==> src/rtl/ofb_pkg.sv <==
`timescale 1ns / 1ps

package ofb_pkg;

    localparam int CHANNELS      = 4;
    localparam int SAMPLE_BITS   = 10;
    localparam int CH_BITS       = (CHANNELS > 1) ? $clog2(CHANNELS) : 1;
    localparam int HDR_BYTES     = 4;
    localparam int FRAME_BYTES   = HDR_BYTES + 4 * CHANNELS;
    localparam int BYTE_IDX_BITS = $clog2(FRAME_BYTES);

    localparam logic [15:0] SPC_RESET = 16'd632;
    localparam logic [7:0]  HDR_A     = 8'hFF;
    localparam logic [7:0]  HDR_B     = 8'hFE;

    // weight, temperature, internal, supply, then the rest in order
    localparam logic [7:0][2:0] SEND_ORDER = {3'd7, 3'd6, 3'd5, 3'd4,
                                              3'd3, 3'd1, 3'd0, 3'd2};

    typedef enum logic {
        ST_ACC,
        ST_EMIT
    } state_t;

    typedef struct packed {
        logic accumulate;
        logic load_byte;
        logic clear_totals;
    } cmd_t;

    typedef struct packed {
        logic frame_done;
        logic last_byte;
        logic out_free;
    } sts_t;

    function automatic logic [CH_BITS-1:0] send_src(input logic [CH_BITS-1:0] slot);
        logic [3:0] pos;
        logic [3:0] src;
        pos = 4'(slot);
        if (pos < 4'd8)
        begin
            src = {1'b0, SEND_ORDER[pos[2:0]]};
        end
        else
        begin
            src = pos;
        end
        if (src >= 4'(CHANNELS))
        begin
            src = pos;
        end
        return CH_BITS'(src);
    endfunction

endpackage

==> src/rtl/ofb_ctrl.sv <==
`timescale 1ns / 1ps

module ofb_ctrl
    import ofb_pkg::*;
(
    input  logic   clk,
    input  logic   rst_n,
    input  logic   in_valid,
    input  sts_t   sts,
    output cmd_t   cmd,
    output logic   in_stall,
    output state_t state
);

    state_t state_reg;
    state_t state_next;

    always_ff @(posedge clk or negedge rst_n)
    begin
        if (!rst_n)
        begin
            state_reg <= ST_ACC;
        end
        else
        begin
            state_reg <= state_next;
        end
    end

    always_comb
    begin
        state_next = state_reg;
        unique case (state_reg)
            ST_ACC:
            begin
                if (in_valid && sts.frame_done)
                begin
                    state_next = ST_EMIT;
                end
            end
            ST_EMIT:
            begin
                if (sts.out_free && sts.last_byte)
                begin
                    state_next = ST_ACC;
                end
            end
            default:
            begin
                state_next = ST_ACC;
            end
        endcase
    end

    always_comb
    begin
        cmd      = '0;
        in_stall = 1'b1;
        unique case (state_reg)
            ST_ACC:
            begin
                in_stall       = 1'b0;
                cmd.accumulate = in_valid;
            end
            ST_EMIT:
            begin
                cmd.load_byte    = sts.out_free;
                // totals are cleared as the last frame word leaves them
                cmd.clear_totals = sts.out_free && sts.last_byte;
            end
            default:
            begin
                in_stall = 1'b1;
            end
        endcase
    end

    assign state = state_reg;

endmodule

==> src/rtl/ofb_dp.sv <==
`timescale 1ns / 1ps

module ofb_dp
    import ofb_pkg::*;
(
    input  logic                   clk,
    input  logic                   rst_n,
    input  cmd_t                   cmd,
    output sts_t                   sts,
    input  logic                   cfg_write,
    input  logic [15:0]            cfg_data,
    input  logic [SAMPLE_BITS-1:0] sample,
    input  logic [7:0]             pin_state,
    output logic                   out_valid,
    input  logic                   out_stall,
    output logic [7:0]             frame_byte,
    output logic                   frame_end
);

    logic [31:0]              totals_reg [CHANNELS];
    logic [31:0]              totals_next [CHANNELS];
    logic [15:0]              spc_reg;
    logic [15:0]              cnt_reg;
    logic [15:0]              cnt_next;
    logic [15:0]              cnt_inc;
    logic [CH_BITS-1:0]       ch_reg;
    logic [CH_BITS-1:0]       ch_next;
    logic                     ch_last;
    logic                     chan_done;
    logic [BYTE_IDX_BITS-1:0] byte_idx_reg;
    logic [BYTE_IDX_BITS-1:0] byte_idx_next;
    logic [BYTE_IDX_BITS-1:0] body_idx;
    logic [CH_BITS-1:0]       slot;
    logic [31:0]              word;
    logic [7:0]               sel_byte;
    logic [7:0]               pins_reg;
    logic                     out_valid_reg;
    logic                     out_valid_next;
    logic [7:0]               frame_byte_reg;
    logic                     frame_end_reg;
    logic [31:0]              sample_ext;

    assign sample_ext = 32'(sample);
    assign cnt_inc    = cnt_reg + 16'd1;
    assign chan_done  = (cnt_inc == spc_reg);
    assign ch_last    = (ch_reg == CH_BITS'(CHANNELS - 1));

    assign sts.frame_done = chan_done && ch_last;
    assign sts.last_byte  = (byte_idx_reg == BYTE_IDX_BITS'(FRAME_BYTES - 1));
    assign sts.out_free   = !out_valid_reg || !out_stall;

    // one adder per channel lane, enabled by the channel pointer
    always_comb
    begin
        for (int i = 0; i < CHANNELS; i++)
        begin
            totals_next[i] = totals_reg[i];
            if (cmd.clear_totals)
            begin
                totals_next[i] = '0;
            end
            else if (cmd.accumulate && (ch_reg == CH_BITS'(i)))
            begin
                totals_next[i] = totals_reg[i] + sample_ext;
            end
        end
    end

    always_comb
    begin
        cnt_next = cnt_reg;
        ch_next  = ch_reg;
        if (cmd.accumulate)
        begin
            if (chan_done)
            begin
                cnt_next = '0;
                ch_next  = ch_last ? '0 : ch_reg + CH_BITS'(1);
            end
            else
            begin
                cnt_next = cnt_inc;
            end
        end
    end

    assign body_idx = byte_idx_reg - BYTE_IDX_BITS'(HDR_BYTES);
    assign slot     = CH_BITS'(body_idx >> 2);
    assign word     = totals_reg[send_src(slot)];

    always_comb
    begin
        priority if (byte_idx_reg < BYTE_IDX_BITS'(2))
        begin
            sel_byte = HDR_A;
        end
        else if (byte_idx_reg == BYTE_IDX_BITS'(2))
        begin
            sel_byte = HDR_B;
        end
        else if (byte_idx_reg == BYTE_IDX_BITS'(3))
        begin
            sel_byte = pins_reg;
        end
        else
        begin
            unique case (body_idx[1:0])
                2'd0:    sel_byte = word[7:0];
                2'd1:    sel_byte = word[15:8];
                2'd2:    sel_byte = word[23:16];
                default: sel_byte = word[31:24];
            endcase
        end
    end

    always_comb
    begin
        byte_idx_next  = byte_idx_reg;
        out_valid_next = out_valid_reg;
        if (cmd.load_byte)
        begin
            out_valid_next = 1'b1;
            byte_idx_next  = sts.last_byte ? '0 : byte_idx_reg + BYTE_IDX_BITS'(1);
        end
        else if (!out_stall)
        begin
            out_valid_next = 1'b0;
        end
    end

    always_ff @(posedge clk or negedge rst_n)
    begin
        if (!rst_n)
        begin
            for (int i = 0; i < CHANNELS; i++)
            begin
                totals_reg[i] <= '0;
            end
            spc_reg       <= SPC_RESET;
            cnt_reg       <= '0;
            ch_reg        <= '0;
            byte_idx_reg  <= '0;
            out_valid_reg <= 1'b0;
        end
        else
        begin
            for (int i = 0; i < CHANNELS; i++)
            begin
                totals_reg[i] <= totals_next[i];
            end
            if (cfg_write)
            begin
                spc_reg <= cfg_data;
            end
            cnt_reg       <= cnt_next;
            ch_reg        <= ch_next;
            byte_idx_reg  <= byte_idx_next;
            out_valid_reg <= out_valid_next;
        end
    end

    always_ff @(posedge clk)
    begin
        if (cmd.accumulate)
        begin
            pins_reg <= pin_state;
        end
        if (cmd.load_byte)
        begin
            frame_byte_reg <= sel_byte;
            frame_end_reg  <= sts.last_byte;
        end
    end

    assign out_valid  = out_valid_reg;
    assign frame_byte = frame_byte_reg;
    assign frame_end  = frame_end_reg;

endmodule

==> src/rtl/oversampled_adc_frame_builder_unit.sv <==
`timescale 1ns / 1ps

// Oversampling converter accumulator. Samples arrive in channel order
// temperature, internal, weight, supply; each channel sums samples_per_channel
// samples (0 means 65536) into a 32-bit wrapping total. While accumulating, a
// sample is taken whenever in_valid is high. The sample that closes the supply
// channel starts a 20-word frame (FF FF FE, pin snapshot, weight/temperature/
// internal/supply totals LSB first); the frame leaves one word per cycle while
// out_stall is low, from a single output register, and in_stall stays high
// until the last word is loaded. Totals clear as the last word is loaded.
// Write samples_per_channel only while no frame is in flight.
module oversampled_adc_frame_builder_unit
    import ofb_pkg::*;
(
    input  logic                   clk,
    input  logic                   rst_n,
    input  logic                   cfg_valid,
    output logic                   cfg_ready,
    input  logic [15:0]            samples_per_channel,
    input  logic                   in_valid,
    output logic                   in_stall,
    input  logic [SAMPLE_BITS-1:0] sample,
    input  logic [7:0]             pin_state,
    output logic                   out_valid,
    input  logic                   out_stall,
    output logic [7:0]             frame_byte,
    output logic                   frame_end
);

    cmd_t   cmd;
    sts_t   sts;
    state_t state;

    assign cfg_ready = 1'b1;

    ofb_ctrl u_ctrl (
        .clk      (clk),
        .rst_n    (rst_n),
        .in_valid (in_valid),
        .sts      (sts),
        .cmd      (cmd),
        .in_stall (in_stall),
        .state    (state)
    );

    ofb_dp u_dp (
        .clk        (clk),
        .rst_n      (rst_n),
        .cmd        (cmd),
        .sts        (sts),
        .cfg_write  (cfg_valid && cfg_ready),
        .cfg_data   (samples_per_channel),
        .sample     (sample),
        .pin_state  (pin_state),
        .out_valid  (out_valid),
        .out_stall  (out_stall),
        .frame_byte (frame_byte),
        .frame_end  (frame_end)
    );

`ifndef SYNTHESIS
    a_load_only_in_emit: assert property (@(posedge clk) disable iff (!rst_n)
        cmd.load_byte |-> (state == ST_EMIT))
        else $error("frame word loaded outside emit");

    a_frame_start: assert property (@(posedge clk) disable iff (!rst_n)
        (in_valid && !in_stall && sts.frame_done) |=> (state == ST_EMIT && in_stall))
        else $error("frame not started after closing sample");

    a_frame_finish: assert property (@(posedge clk) disable iff (!rst_n)
        (cmd.load_byte && sts.last_byte) |=> (state == ST_ACC && out_valid && frame_end))
        else $error("frame end not flagged on last word");

    a_no_accum_in_emit: assert property (@(posedge clk) disable iff (!rst_n)
        (state == ST_EMIT) |-> !cmd.accumulate)
        else $error("sample summed during frame output");
`endif

endmodule
==> config.mk <==
export PLATFORM = sky130hd
export DESIGN_NAME = oversampled_adc_frame_builder_unit
export DESIGN_NICKNAME = d
export VERILOG_FILES = /design/src/rtl/ofb_pkg.sv /design/src/rtl/ofb_ctrl.sv /design/src/rtl/ofb_dp.sv /design/src/rtl/oversampled_adc_frame_builder_unit.sv
export SDC_FILE = /design/constraint.sdc
export NUM_CORES = 1
export LEC_CHECK = 0
export BUFFER_PORTS_ARGS = -buffer_cell sky130_fd_sc_hd__buf_2
export CORE_MARGIN = 8
export CORE_UTILIZATION = 55
export CTS_BUF_LIST = sky130_fd_sc_hd__clkbuf_4 sky130_fd_sc_hd__clkbuf_8
export DETAILED_ROUTE_END_ITERATION = 16
export PLACE_DENSITY = 0.78
export REMOVE_ABC_BUFFERS = 1
export SKIP_CTS_REPAIR_TIMING = 1
export SYNTH_ARGS = -nofsm -noshare
export SYNTH_HDL_FRONTEND = slang
export SYNTH_SLANG_ARGS = --single-unit
==> constraint.sdc <==
create_clock -name clk -period 3.8 [get_ports clk]
set_input_delay 0.57 -clock clk [delete_from_list [all_inputs] [get_ports clk]]
set_output_delay 0.57 -clock clk [all_outputs]
set_load 0.03 [all_outputs]
==> run_results.csv, run 1 <==
group,metric,value,unit
synth,synth_top_family_by_area,"simple AND/OR/NAND/NOR gates",
finish,fin_nets,1300,
clocking,path_clk_slew,0.11,ns
timing,finClkSkew,0.0169,ns
timing,slew_violations,0,
finish,final_layout_size_suffix_gt1_frac,0.168,
clocking,cts_tree,"done",
route,vias,9475,
critical_path,cp-end-kind,"flop",
finish,final_cells,1494,
synth,synth_edf_count,17,
route,drtPass1Iterations,5,
synth,synthAdderAreaFrac,0.0608,
critical_path,critical_path.max_fanout,13,
global_routing,grt_pass1_vias,9304,
timing,setup_viol,0,
timing,fmax,314,MHz
critical_path,path_class,"reg2reg",
finish,largest_reg_flops,128,
synth,yosys.area_share.simple,0.193,
route,routed_wl,29900,um
route,drc,0,
critical_path,cp_data_required_time,4.15,ns
floorplanning,num_rows,53,
synth,synth_top_area_share,0.347,
global_routing,grt_max_degree,107,
pwr,p_int,3.35,mW
timing,slew-limit-headroom,0.474,
synth,syn_inst,1175,
synth,synth_compound_area_frac,0.125,
synth,post-synth-top-area-cell,"dfrtp_1",
timing,period_share,0.837,
clocking,insertion_delay,0.49,ns
pwr,powerDensity,383,mW/mm^2
clocking,cts.path.max_buffers,2,
pwr,pwr-share-seq,0.473,
global_routing,grt_util_met1,0.298,
synth,synth-async-reset-ratio,0.909,
synth,seq_area_frac_synth,0.402,
finish,seq_area,0.00475,mm^2
critical_path,cp-start-kind,"flop",
critical_path,r2r_slack,0.62,ns
floorplanning,die_area,0.0264,mm^2
floorplanning,die_w,163,um
timing,finalSetupTns,0,ns
timing,finalHoldViolCount,0,
route,avgViaCountPerCell,6.34,
synth,synthDistinctLibCells,82,
pwr,switching_share,0.316,
clocking,h-tree-depth,4,
route,wl_per_cell,20.0,um
synth,synthXorXnorAreaFrac,0.0949,
clocking,cts_made_buffers,17,
floorplanning,coreArea,0.0211,mm^2
place,hpwl,21700,um
pwr,p_clk_frac,0.311,
timing,whs,0.142,ns
place,gp_congestion,0.895,
critical_path,timing.rr.start,"u_dp.byte_idx_reg[0]$_DFFE_PN0P_",
timing,period_minus_slack,3.18,ns
global_routing,globalRouteMet3Util,0.0511,
global_routing,antenna_found_initial,0,
synth,muxShareOfSynthArea,0.0908,
synth,yosys_warnings,0,
pwr,power,4.89,mW
synth,ys_ff_latch,186,
route,detail-route-antenna-nets,0,
pwr,p_leak,5.72,nW
synth,ys.flop_type,"dfrtp_1",
worst_hold_path,hold_class,"in2async",
critical_path,reg2reg_to,"u_dp.totals_reg[120]$_DFFE_PN0P_",
clocking,cts.sinks,186,
synth,syn-mean-instance-area,10.1,um^2
finish,multi_input_area,0.00668,mm^2
place,io_buffers,49,
global_routing,grt_pass1_wl,48600,um
synth,synth_area,0.0118,mm^2
global_routing,overflow,0,
place,dp.cells,1462,
floorplanning,start_util,0.560,
pwr,comb_power_share,0.216,
floorplanning,num_io_pins,51,
critical_path,max_stage_delay,0.57,ns
global_routing,grt.met2_usage,0.370,
timing,rsz0062_at_grt,"false",
place,dpl-instance-area,0.0123,mm^2
pwr,worst_ir_drop_vdd,0.264,mV
synth,synth_top_cells_by_area,"dfrtp_1 35%, mux4_2 6.1%, xor2_1 6.1%",
pwr,p_sw,1.55,mW
global_routing,track_usage,0.231,
critical_path,reg2reg_depth,9,
finish,antenna_cells,0,
global_routing,grt-busiest-layer,"met2",
route,drtIter0Drc,838,
clocking,cts_root_buf,"clkbuf_8",
finish,synthToLayoutAreaGrowth,8.09,%
finish,fin_area,0.0128,mm^2
timing,worstMarginPinSlew,0.790,ns
flow_run,cap_viol_max_count,0,
critical_path,cp.arrival,3.53,ns
floorplanning,die_h,163,um
outcome,status,"finished, final reports clean",
critical_path,crit_chain,"ha_1 > nand3_1 > inv_2 > nand2_2 > a2111oi_4 > and2b_1 > nand4_1 > xor2_1 > nor2_1",
finish,fillers,1706,
critical_path,critical_path.slowest_cell,"a2111oi_4",
==> final cells by class <==
class	instances	share of cell area
inverter	26	0.00764
timing repair buffer	73	0.0358
sequential	186	0.372
clock inverter	14	0.0161
tap	275	0.0269
clock buffer	18	0.0189
multi-input combinational	902	0.523
==> cell usage after synthesis, drive strengths merged (6+ instances only) <==
master  count
o41ai       6
and2       13
xnor2      46
mux4       32
o21a        7
nand2b      6
o221ai      7
clkbuf     30
mux2i      16
nor4       15
and3       23
a21o       18
o22ai      23
xor2       82
ha         51
nor3       18
nand2      98
inv        24
and4       16
o31ai       8
nand3      67
o211ai     11
edfxtp     17
or3        10
o21bai      8
a21oi      33
nand4      36
mux2       17
or2         9
nor2      114
dfrtp     164
a211oi      6
buf        31
o21ai      54
a222oi      8
==> layout by cell type, fill, tap and decap left out, types with 6 or more instances in the layout <==
cell,count
nor2_1,111
clkbuf_8,17
edfxtp_1,17
and4_1,15
mux2i_1,16
dfrtp_1,163
a21oi_1,29
nor3_1,15
nor4_1,13
buf_2,48
a222oi_1,8
nand3_1,65
and2_1,13
xor2_1,82
a21o_1,18
o22ai_1,23
o31ai_1,8
o221ai_1,7
mux2_2,17
and3_1,22
nand4_1,33
a211oi_1,6
nand2_1,97
o211ai_1,10
o21bai_1,8
o41ai_1,6
mux4_2,32
ha_1,51
o21a_1,7
o21ai_2,8
or2_2,9
or3_1,9
xnor2_1,46
buf_4,22
inv_1,23
o21ai_0,44
==> power by group through the flow <==
stage | sequential [mW] | clock, mW | combinational, mW
after global placement | 2.34 | 0 | 1.00
after CTS | 2.31 | 1.54 | 1.05
after floorplan | 2.29 | 0 | 0.750
final | 2.32 | 1.52 | 1.06
after detailed placement | 2.35 | 0 | 1.04
after global routing | 2.33 | 1.62 | 1.15
==> worst max-delay path: cells and delay by family (launching register included) <==
family	cells	cell delay, ns
buffers and inverters	1	0.17
adder cells (fa/ha/maj)	1	0.55
AND/OR/NAND/NOR	5	1.12
XOR/XNOR	1	0.24
flip-flops	1	0.40
AO/OA/AOI/OAI	1	0.57
==> worst max-delay path by stage <==
stage               slack, ns                              from                               end
floorplan               -2.87  u_dp.byte_idx_reg[2]$_DFFE_PN0P_   u_dp.totals_reg[89]$_DFFE_PN0P_
global placement         0.78                         sample[1]   u_dp.totals_reg[25]$_DFFE_PN0P_
detailed placement       0.73                         sample[1]   u_dp.totals_reg[11]$_DFFE_PN0P_
CTS                      0.64  u_dp.byte_idx_reg[0]$_DFFE_PN0P_  u_dp.totals_reg[120]$_DFFE_PN0P_
global route             0.43  u_dp.byte_idx_reg[0]$_DFFE_PN0P_  u_dp.totals_reg[120]$_DFFE_PN0P_
finish                   0.62  u_dp.byte_idx_reg[0]$_DFFE_PN0P_  u_dp.totals_reg[120]$_DFFE_PN0P_
==> metal layers <==
layer	routed length, um	share of wire
met5	0	0
met4	1100	0.037
met3	2210	0.074
met2	14200	0.48
met1	12300	0.41
==> metrics by stage <==
step / util / worst slack, ns
after floorplan: - / -2.87
after global placement: 0.584 / 0.777
after detailed placement: 0.584 / 0.726
after CTS: 0.606 / 0.643
after global routing: 0.606 / 0.428
final: 0.606 / 0.620
==> kinds of logic (layout without fill, tap and decap cells) <==
logic type / after synthesis / after routing
mux: 65 / 65
simple gates: 442 / 442
xor+xnor: 128 / 128
flops: 186 / 186
compound gates: 211 / 211
other cells: 1 / 1
buf+inv: 87 / 131
fa+ha+maj: 55 / 55
Note: power is estimated with default switching activity, not from simulation.
==> run 2: changes to the inputs <==
- ABC_AREA: default -> 1
- PLACE_DENSITY: 0.78 -> 0.81
- clock period: 3.8 -> 2.64 ns (I/O delays scaled with it)
==> run 2 against run 1 <==
  * Total power up 50%
  * Count of clock-buffer cells in the layout unchanged
  * Cell area up 9.5%
  * Largest power group unchanged
  * Sequential power up 44%
  * Routed wire length up 31%
  * Via count up 37%
  * First-iteration DRC count up 73%
==> run_results.csv, run 2 <==
group,metric,value,unit
finish,final_common_cell,"nand2_1",
route,wl_per_cell,17.7,um
synth,syn-mean-instance-area,7.06,um^2
route,drtIter0Drc,1446,
global_routing,overflow,0,
global_routing,globalRouteMet3Util,0.0501,
critical_path,reg2reg_to,"u_dp.frame_byte[1]$_SDFFCE_PP1P_",
critical_path,critical_path.slowest_cell,"o311ai_0",
synth,yosys_warnings,0,
clocking,cts_tree,"done",
global_routing,antenna_found_initial,0,
route,routed_wl,39200,um
global_routing,grt.met2_usage,0.447,
finish,final_layout_size_suffix_gt1_frac,0.0872,
clocking,cts_made_buffers,17,
critical_path,path_buf_inv,3,
synth,synthTopCellsByCount,"434 x nand2_1, 234 x inv_1, 191 x nor2_1, 164 x dfrtp_1, 161 x o21ai_0",
global_routing,grt_max_degree,54,
critical_path,path_class,"reg2reg",
critical_path,r2r_slack,0.13,ns
synth,ys.flop_type,"dfrtp_1",
synth,yosysMostFrequentCell,"nand2_1",
timing,worstMarginPinSlew,0.615,ns
timing,slew-limit-headroom,0.589,
finish,antenna_cells,0,
worst_hold_path,holdCritStartpoint,"pin_state[6]",
finish,fin_util,0.603,
pwr,powerDensity,525,mW/mm^2
critical_path,crit_start,"u_dp.byte_idx_reg[3]$_DFFE_PN0P_",
timing,period_share,0.950,
critical_path,crit_cells,8,
critical_path,critical_path.max_fanout,14,
clocking,cts.path.max_buffers,2,
synth,synth_top_cells_by_area,"dfrtp_1 32%, nand2_1 13%, inv_1 6.9%",
synth,synth_area,0.0128,mm^2
global_routing,grt_pass1_vias,12200,
synth,synth-async-reset-ratio,0.909,
critical_path,timing.rr.start,"u_dp.byte_idx_reg[3]$_DFFE_PN0P_",
worst_hold_path,hold_path_depth,1,
place,dpl-instance-area,0.0136,mm^2
clocking,insertion_delay,0.51,ns
timing,finalSetupTns,0,ns
place,io_buffers,49,
route,drc,0,
synth,synthDistinctLibCells,53,
floorplanning,num_io_pins,51,
floorplanning,die_h,169,um
timing,slew_violations,0,
clocking,h-tree-depth,4,
route,vias,13000,
pwr,p_leak,7.10,nW
route,detail-route-antenna-nets,0,
critical_path,cp_data_required_time,2.86,ns
critical_path,critPathCapture,"u_dp.frame_byte[1]$_SDFFCE_PP1P_",
synth,synth_edf_count,17,
global_routing,grt_pass1_wl,63500,um
finish,final_cell_mix,"434 x nand2_1, 233 x inv_1, 190 x nor2_1",
floorplanning,start_util,0.553,
route,drtPass1Iterations,6,
critical_path,cp-start-kind,"flop",
timing,finalHoldViolCount,0,
synth,syn_inst,1816,
synth,ys_ff_latch,186,
critical_path,crit_family,"compound AO/OA/AOI/OAI gates",
timing,rsz0062_at_grt,"false",
global_routing,grt_util_met1,0.368,
critical_path,crit_chain,"inv_1 > ha_1 > clkinv_1 > buf_4 > o22ai_1 > o22ai_1 > o311ai_0 > nand2_1",
place,gp_congestion,1.02,
floorplanning,num_rows,56,
worst_hold_path,hold_class,"in2reg",
critical_path,cp.arrival,2.72,ns
global_routing,track_usage,0.281,
critical_path,cp-end-kind,"flop",
critical_path,reg2reg_depth,8,
flow_run,cap_viol_max_count,0,
timing,setup_viol,0,
route,avgViaCountPerCell,5.88,
finish,fin_area,0.0140,mm^2
pwr,worst_ir_drop_vdd,0.307,mV
global_routing,grt-busiest-layer,"met2",
timing,fmax,399,MHz
floorplanning,coreArea,0.0232,mm^2
finish,fin_nets,1973,
clocking,cts.sinks,186,
synth,seq_area_frac_synth,0.370,
timing,finClkSkew,0.0238,ns
timing,period_minus_slack,2.51,ns
synth,synth_top_area_share,0.320,
critical_path,max_stage_delay,0.50,ns
place,hpwl,30400,um
floorplanning,die_area,0.0284,mm^2
outcome,status,"finished, final reports clean",
floorplanning,die_w,169,um
finish,largest_reg_flops,128,
critical_path,crit_top_cell,"o22ai_1",
clocking,cts_root_buf,"clkbuf_8",
synth,post-synth-top-area-cell,"dfrtp_1",
clocking,path_clk_slew,0.12,ns
finish,synthToLayoutAreaGrowth,9.16,%
## run 2: layout make-up
| cell class | count | area, um^2 |
|---|---|---|
| Fill cell | 2151 | 9200 |
| Multi-Input combinational cell | 1350 | 7000 |
| Sequential cell | 186 | 4750 |
| Inverter | 240 | 901 |
| Timing Repair Buffer | 84 | 554 |
| Tap cell | 319 | 399 |
| Clock buffer | 18 | 241 |
| Clock inverter | 14 | 150 |
## run 2: through the flow
stage                     instances  hold WS, ns  setup slack [ns]  total power [mW]
after floorplan                1776        0.100            -0.999              4.73
after global placement         2178        0.405             0.178              5.32
after detailed placement       2178        0.408            0.0848              5.36
after CTS                      2210       -0.129             0.173              7.31
after global routing           2211       0.0410            0.0202              7.73
final                          2211       0.0781             0.132              7.34
## run 2: worst min-delay path by stage
stage                     slack, ns                          endpoint
after floorplan                0.10            u_ctrl.state$_DFF_PN0_
after global placement         0.40  u_dp.totals_reg[108]$_DFFE_PN0P_
after detailed placement       0.41  u_dp.totals_reg[106]$_DFFE_PN0P_
after CTS                     -0.13  u_dp.totals_reg[116]$_DFFE_PN0P_
after global routing           0.04        u_dp.pins_reg[6]$_DFFE_PP_
final                          0.08        u_dp.pins_reg[6]$_DFFE_PP_
## run 2: logic make-up (layout without fill, tap and decap cells)
| family | Yosys count | count (layout) | share of synthesized area |
|---|---|---|---|
| and+or+nand+nor | 892 | 892 | 0.304 |
| AOI/OAI and AO/OA | 365 | 365 | 0.160 |
| buffers and inverters | 280 | 356 | 0.0843 |
| DFF | 186 | 186 | 0.370 |
| adders and majority gates | 55 | 55 | 0.0560 |
| xor gates and xnor gates | 36 | 36 | 0.0246 |
| other | 1 | 1 | 0.000293 |
| muxes | 1 | 1 | 0.000879 |
## run 2: worst register-to-register path: cells and delay by family, from the launching register on
kind	cells	cell delay, ns
AOI/OAI and AO/OA	3	0.80
adders and majority gates	1	0.45
buffers and inverters	3	0.50
DFF	1	0.36
and+or+nand+nor	1	0.13
## run 2: power breakdown
part / switching, mW / internal (mW)
logic: 1.31 / 0.706
clock network: 1.24 / 0.724
registers: 0.245 / 3.11
total: 2.80 / 4.54
## run 2: metal layers
metal / up-vias / wire, um / share of wire
met2: 593 / 17800 / 0.45
met5: - / 0 / 0
li1: 6198 / - / -
met1: 6086 / 16500 / 0.42
met3: 115 / 3360 / 0.086
met4: 0 / 1600 / 0.041
==> run 3: changes to the inputs <==
- PLACE_DENSITY: 0.81 -> 0.75
==> run 3 against run 2 <==
  * Global-route usage grew 0.42 points
  * Via count is essentially flat
  * Total power grew 2.5%
  * Critical path depth grew 3
  * Die area is the same
  * Clock power grew 7%
  * Setup slack gained 0.042 ns
  * Register-to-register slack gained 0.04 ns
  * Final cell count shrank 0.18%
  * Critical path type unchanged
==> run_results.csv, run 3 (synthesis gave the netlist of run 2 again) <==
group,metric,value,unit
worst_hold_path,hold_path_depth,1,
clocking,insertion_delay,0.49,ns
global_routing,antenna_found_initial,1,
global_routing,grt_pass1_wl,64600,um
critical_path,cp-start-kind,"flop",
timing,slew_violations,0,
critical_path,crit_chain,"inv_1 > ha_1 > nor2_1 > inv_1 > nand2_1 > buf_4 > a211oi_1 > o21ai_0 > nand3_1 > o21ai_0 > nand2_1",
pwr,power,7.52,mW
place,io_buffers,49,
clocking,cts.path.max_buffers,2,
critical_path,path_class,"reg2reg",
route,avgViaCountPerCell,5.89,
global_routing,grt_pass1_vias,12400,
timing,rsz0062_at_grt,"false",
route,vias,13000,
worst_hold_path,holdCritStartpoint,"pin_state[1]",
timing,setup_viol,0,
critical_path,reg2reg_to,"u_dp.frame_byte[0]$_SDFFCE_PP1P_",
critical_path,cp-end-kind,"flop",
pwr,worst_ir_drop_vdd,0.350,mV
route,drtPass1Iterations,7,
finish,final_common_cell,"nand2_1",
clocking,cts_root_buf,"clkbuf_8",
critical_path,timing.rr.start,"u_dp.byte_idx_reg[2]$_DFFE_PN0P_",
floorplanning,start_util,0.553,
route,routed_wl,40000,um
route,drc,0,
floorplanning,coreArea,0.0232,mm^2
timing,period_minus_slack,2.47,ns
global_routing,track_usage,0.285,
global_routing,grt_max_degree,58,
finish,fin_nets,1969,
critical_path,r2r_slack,0.17,ns
critical_path,cp_data_required_time,2.89,ns
timing,period_share,0.934,
critical_path,cp.arrival,2.71,ns
clocking,path_clk_slew,0.12,ns
critical_path,reg2reg_depth,11,
flow_run,cap_viol_max_count,0,
pwr,p_leak,7.10,nW
global_routing,overflow,0,
worst_hold_path,whs_endpoint,"u_dp.pins_reg[1]$_DFFE_PP_",
timing,fmax,405,MHz
timing,finalHoldViolCount,0,
outcome,status,"finished, final reports clean",
floorplanning,die_w,169,um
finish,synthToLayoutAreaGrowth,9.24,%
clocking,cts_tree,"done",
place,gp_congestion,0.990,
route,wl_per_cell,18.1,um
pwr,powerDensity,537,mW/mm^2
finish,fillers,2166,
place,hpwl,31100,um
critical_path,max_stage_delay,0.40,ns
finish,largest_reg_flops,128,
finish,final_cell_mix,"434 x nand2_1, 233 x inv_1, 188 x nor2_1",
floorplanning,die_h,169,um
route,detail-route-antenna-nets,0,
floorplanning,num_io_pins,51,
finish,final_layout_size_suffix_gt1_frac,0.0869,
clocking,cts_made_buffers,17,
finish,fin_util,0.604,
timing,finClkSkew,0.0211,ns
worst_hold_path,hold_class,"in2reg",
clocking,cts.sinks,186,
floorplanning,die_area,0.0284,mm^2
clocking,h-tree-depth,4,
floorplanning,num_rows,56,
timing,worstMarginPinSlew,0.616,ns
route,drtIter0Drc,1396,
timing,slew-limit-headroom,0.589,
finish,antenna_cells,0,
critical_path,critical_path.slowest_cell,"ha_1",
critical_path,critical_path.max_fanout,19,
-- run 3: worst max-delay path by stage --
| stage | start | endpoint |
|---|---|---|
| global placement | sample[0] | u_dp.totals_reg[12]$_DFFE_PN0P_ |
| detailed placement | sample[0] | u_dp.totals_reg[110]$_DFFE_PN0P_ |
| global route | u_dp.byte_idx_reg[1]$_DFFE_PN0P_ | u_dp.totals_reg[106]$_DFFE_PN0P_ |
| CTS | u_dp.totals_reg[96]$_DFFE_PN0P_ | u_dp.totals_reg[110]$_DFFE_PN0P_ |
| floorplan | u_dp.byte_idx_reg[2]$_DFFE_PN0P_ | u_dp.frame_byte[3]$_SDFFCE_PP1P_ |
| finish | u_dp.byte_idx_reg[2]$_DFFE_PN0P_ | u_dp.frame_byte[0]$_SDFFCE_PP1P_ |
-- run 3: final cells by class --
class	count	area (um^2)	share of cell area
clock buffers	18	241	0.0173
clock inverters	14	191	0.0137
inverters	240	905	0.0646
multi-input cells	1350	7000	0.500
flip-flops and latches	186	4750	0.339
well taps	319	399	0.0285
repair buffers	80	512	0.0366
-- run 3: layer usage --
layer  share of wire  track usage  vias to the layer above
li1                -            -                     6172
met1            0.42        0.379                     6094
met2            0.46        0.454                      610
met3           0.080       0.0531                      119
met4           0.038        0.111                        2
met5         0.00025            0                        -
-- run 3: through the flow --
step	cells	setup slack [ns]	instance area [um^2]	setup TNS, ns	hold WS (ns)
final	2207	0.174	14000	0	0.0760
after detailed placement	2174	0.0967	13500	0	0.433
after CTS	2206	0.218	14000	0	-0.0886
after global placement	2174	0.181	13500	0	0.427
after floorplan	1776	-0.999	12600	-91.38	0.100
after global routing	2207	0.0139	14000	0	0.0376
-- run 3: worst max-delay path, delay by kind of cell (launching register included) --
family	cells	cell delay [ns]
AOI/OAI and AO/OA	3	0.52
DFF	1	0.39
buffers and inverters	3	0.37
and+or+nand+nor	4	0.54
adders and majority gates	1	0.40
-- run 3: report_power, final --
group	internal [mW]	leakage, nW	switching [mW]
registers	3.11	2.02	0.250
logic	0.713	4.86	1.34
clock network	0.836	0.218	1.27
